<file path="config.mk">
export PLATFORM = sky130hd
export DESIGN_NAME = pnbp_ram
export DESIGN_NICKNAME = d
export VERILOG_FILES = /design/src/sv/pnbp_ram.sv
export SDC_FILE = /design/constraint.sdc
export NUM_CORES = 2
export LEC_CHECK = 0
export BUFFER_PORTS_ARGS = -buffer_cell sky130_fd_sc_hd__buf_2
export CORE_ASPECT_RATIO = 0.9
export CORE_MARGIN = 4
export CORE_UTILIZATION = 45
export CTS_BUF_LIST = sky130_fd_sc_hd__clkbuf_16
export DETAILED_ROUTE_END_ITERATION = 10
export PLACE_DENSITY = 0.59
export SLEW_MARGIN = 20
export SYNTH_ARGS = -nofsm -noshare
export SYNTH_HDL_FRONTEND = slang
export SYNTH_SLANG_ARGS = --single-unit
</file>
<file path="constraint.sdc">
create_clock -name clk -period 5.94 [get_ports clk]
set_clock_uncertainty 0.2 [all_clocks]
set_input_delay 0.594 -clock clk [delete_from_list [all_inputs] [get_ports clk]]
set_output_delay 0.594 -clock clk [all_outputs]
set_load 0.01 [all_outputs]
</file>
<file path="src/sv/pnbp_ram.sv">
// generic simple dual-port ram with one write port and a registered read port
`default_nettype none

module pnbp_ram #(
  parameter int WIDTH = 8,
  parameter int DEPTH = 256
) (
  input  wire logic                     clk,
  input  wire logic                     we,
  input  wire logic [$clog2(DEPTH)-1:0] waddr,
  input  wire logic [WIDTH-1:0]         wdata,
  input  wire logic                     re,
  input  wire logic [$clog2(DEPTH)-1:0] raddr,
  output logic      [WIDTH-1:0]         rdata
);

  logic [WIDTH-1:0] mem_r [DEPTH];

  always_ff @(posedge clk) begin
    if (we) begin
      mem_r[waddr] <= wdata;
    end
  end

  always_ff @(posedge clk) begin
    if (re) begin
      rdata <= mem_r[raddr];
    end
  end

endmodule

`default_nettype wire

</file>
* Yosys cells after proc, flatten, opt, wreduce, memory -nomap -nowiden *
Memories as Yosys holds them, arrays and structs flattened. A register that Yosys moved wholly into a read port is not among the register bits.
Index checks and enable logic that the tools add are counted.
Widths: inputs -> output; s select.

operators by class
  muxes and demuxes = 2

operators by type and width
  operator  number
  $mux 1    2

word-level totals
  flip-flop bits (word level) = 0
  bits in writable memories = 2048
  output and inout bits = 8
  word-level logic and storage cells = 3
  memories = 1

memories
  memory  words  width  read ports  clocked after memory_dff  write ports  line  RTL
  mem_r   256    8      1           1                         1            17    logic [WIDTH-1:0] mem_r [DEPTH];

* Longest topological paths before layout *
  depth in word-level cells = 2
  gate-level depth with buffers = 11
  mapped depth without buffers = 6

* Worst setup path before layout *
Ideal clock, no wire load.

  path type = input -> register
  start = input raddr[0]
  end = register rdata[2] (read register of mem_r) (data pin)
  library setup time = 269 ps
  arrival = 2401 ps
  data required time = 5471 ps
  path slack = 3070 ps
  stages on the path = 9
  cell sequence = buf_6 buf_12 buf_8 buf_2 mux4_2 a22oi_1 a21oi_1 nor4_1 nor4_2

RTL lines
  element             line  RTL
  start: declaration  13    input wire logic [$clog2(DEPTH)-1:0] raddr,
  end: declaration    14    output logic [WIDTH-1:0] rdata

==> flow_metrics.tcl <==
set metrics [dict create \
    status "finished, final reports clean" \
    clockBufferDepth 3 \
    synth_top_area_cell "edfxtp_1" \
    synth_area_leaders "edfxtp_1 78%, mux4_2 13%, mux2i_1 1.7%" \
    synthFlopType "edfxtp_1" \
    critical_path_buf_inv_count 2 \
    grt_use_total_pct 22.1 \
    antenna_left 0 \
    crit_path_frequent_cell "a211oi_1" \
    power.internal_mw 23.3 \
    clk_latency_ns 0.84 \
    first_iter_violations 4644 \
    wl_um 202000 \
    cp-end-kind "register" \
    synth_commonest_cells "2056 x edfxtp_1, 454 x mux4_2, 282 x nor2_1" \
    globalRouteOverflowTotal 0 \
    final_util_pct 50.5 \
    placed_cell_area_um2 82600 \
    syn_inst 3733 \
    vias 38472 \
    fin_crit_ns 3.91 \
    areaGrowthSynthToFinish_pct 11.6 \
    tightest_slew_ns 1.16 \
    gp_congestion 0.826 \
    min_path_type "in2reg" \
    grt_pass1_vias 38460 \
    max_stage_delay_ns 0.99 \
    drc_errors 0 \
    path_cells "buf_8 > buf_12 > nor2b_1 > a211oi_1 > a311oi_1 > o221ai_1 > a211oi_1 > nor4_1" \
    switching_share_pct 21.7 \
    io_buffers 34 \
    power_frac_seq_pct 54.0 \
    setup_viol 0 \
    worstPathMaxFanout 71 \
    synth_most_common_cell "edfxtp_1" \
    cts.clk_slew.worst_paths_ns 0.06 \
    fp.dieH_um 407 \
    required_ns 6.27 \
    rows 146 \
    seq_area_frac_synth_pct 77.5 \
    pwr-share-clk_pct 41.1 \
    synth_seq_cells 2056 \
    period_share_pct 65.8 \
    p_sw_mw 6.44 \
    grt_setup_unrepaired "false" \
    viasPerCell 6.02 \
    cp_slowest_cell "a211oi_1" \
    post_drt_wl_per_cell_um 31.6 \
    cts_root_buffer "clkbuf_16" \
    comb_power_share_pct 4.9 \
    placed_cells 6016 \
    fmax_ghz 0.256 \
    design_area_um2 88900 \
    drive_gt1_share_pct 22.6 \
    slew_headroom_pct 22.1 \
    finalWorstSetupSlack_ns 2.03 \
    finalNonFillerCells 6388 \
    p_total_mw 29.7 \
    path_class "in2reg" \
    yosysWarnings 0 \
    synth_top_area_share_pct 77.5 \
    powerDensity_nw_per_um2 334 \
    clock-sinks 2056 \
    cap_violations 0 \
    ys_types 54 \
    holdWs_ns 0.0258 \
    die_w_um 451 \
    peakVddDrop_mv 0.286 \
    dpl.hpwl_um 124000 \
    synth_edf_count 2056 \
    first_pass_iters 6 \
    h-tree-depth 4 \
    startpoint_type "primary input" \
    antenna_found_initial 23 \
    pre_cts_slack_ns 1.26 \
    fin_tns_setup_ns 0 \
    grt_max_degree 167 \
    synthesis.nets 3760 \
    slew_viol_final 0 \
    critical_path.top_delay_family "compound AO/OA/AOI/OAI gates" \
    finalHoldViolCount 0 \
    arrival_ns 4.23 \
    synthArstFlopShare_pct 0 \
    start_util_pct 45.3 \
    netlist_area_um2 79600 \
    design.core.area_um2 176000 \
    cts_made_buffers 200 \
    syn_area_per_cell_um2 21.3 \
    io_pins 35 \
    total_leakage_power_nw 27.3 \
    die-area_um2 184000 \
    cts_tree "built" \
    grt_pass1_wl_um 289000 \
    nets 3879 \
]
## routing by layer
metal | vias up | track usage [%] | part of all wire [%]
met5 | - | 0 | 0.022
met4 | 8 | 7.08 | 3.1
met3 | 335 | 6.74 | 9.8
met2 | 1736 | 32.4 | 45
met1 | 20415 | 31.8 | 42
li1 | 15978 | - | -
## final cells by class
| class | instances | area (um^2) |
|---|---|---|
| Antenna cell | 10 | 25.0 |
| Clock buffer | 203 | 5080 |
| Clock inverter | 157 | 1170 |
| Fill cell | 13882 | 87000 |
| Inverter | 2 | 7.51 |
| Multi-Input combinational cell | 1442 | 16500 |
| Sequential cell | 2056 | 61700 |
| Tap cell | 2368 | 2960 |
| Timing Repair Buffer | 150 | 1390 |
## state kept, by name, summed over array words and instances (netlist names)
register,flops
mem_r,2048
rdata,8
## cell usage in the layout (no fill, tap or decap), drive strengths merged, types with 28 or more instances in the layout
cell type	n
nand2	33
edfxtp	2056
o221ai	47
mux2i	134
nor2	282
inv	52
o22ai	28
a21oi	96
buf	149
clkbuf	203
nand3	34
clkinv	88
a22oi	133
mux4	456
nor2b	31
## path summary, 6_finish.rpt
check / depth (start not counted) / start / slack [ns] / endpoint
hold / removal: 1 / wdata[6] / 0.03 / mem_r[112][6]
setup reg to reg: 6 / mem_r[25][5] / 2.58 / rdata[5]
setup / recovery: 8 / raddr[1] / 2.03 / rdata[5]
hold reg to reg: 6 / mem_r[61][0] / 0.94 / rdata[0]
## power by group through the flow
stage	registers, mW	clock network, mW	logic, mW
after floorplan	16.3	0	0.777
after global routing	16.0	13.0	1.53
after detailed placement	16.3	0	1.46
after global placement	16.3	0	1.44
final	16.0	12.2	1.46
after CTS	16.0	12.4	1.46
## what timing repair did
item,4_1_cts,5_1_grt
buffers inserted,0,0
gates resized for setup,0,0
endpoints found under the setup margin,0,0
hold buffers,1,0
hold endpoints to repair,4,0
## cell families (layout without fill, tap and decap cells)
logic type	after synthesis	in the layout	share of synthesized area, %
other	0	10	0
AOI/OAI and AO/OA	385	385	3.42
buffers and inverters	235	512	1.83
DFF	2056	2056	77.5
and+or+nand+nor	466	466	2.63
muxes	591	591	14.6
Power figures use the tool's default switching activity.
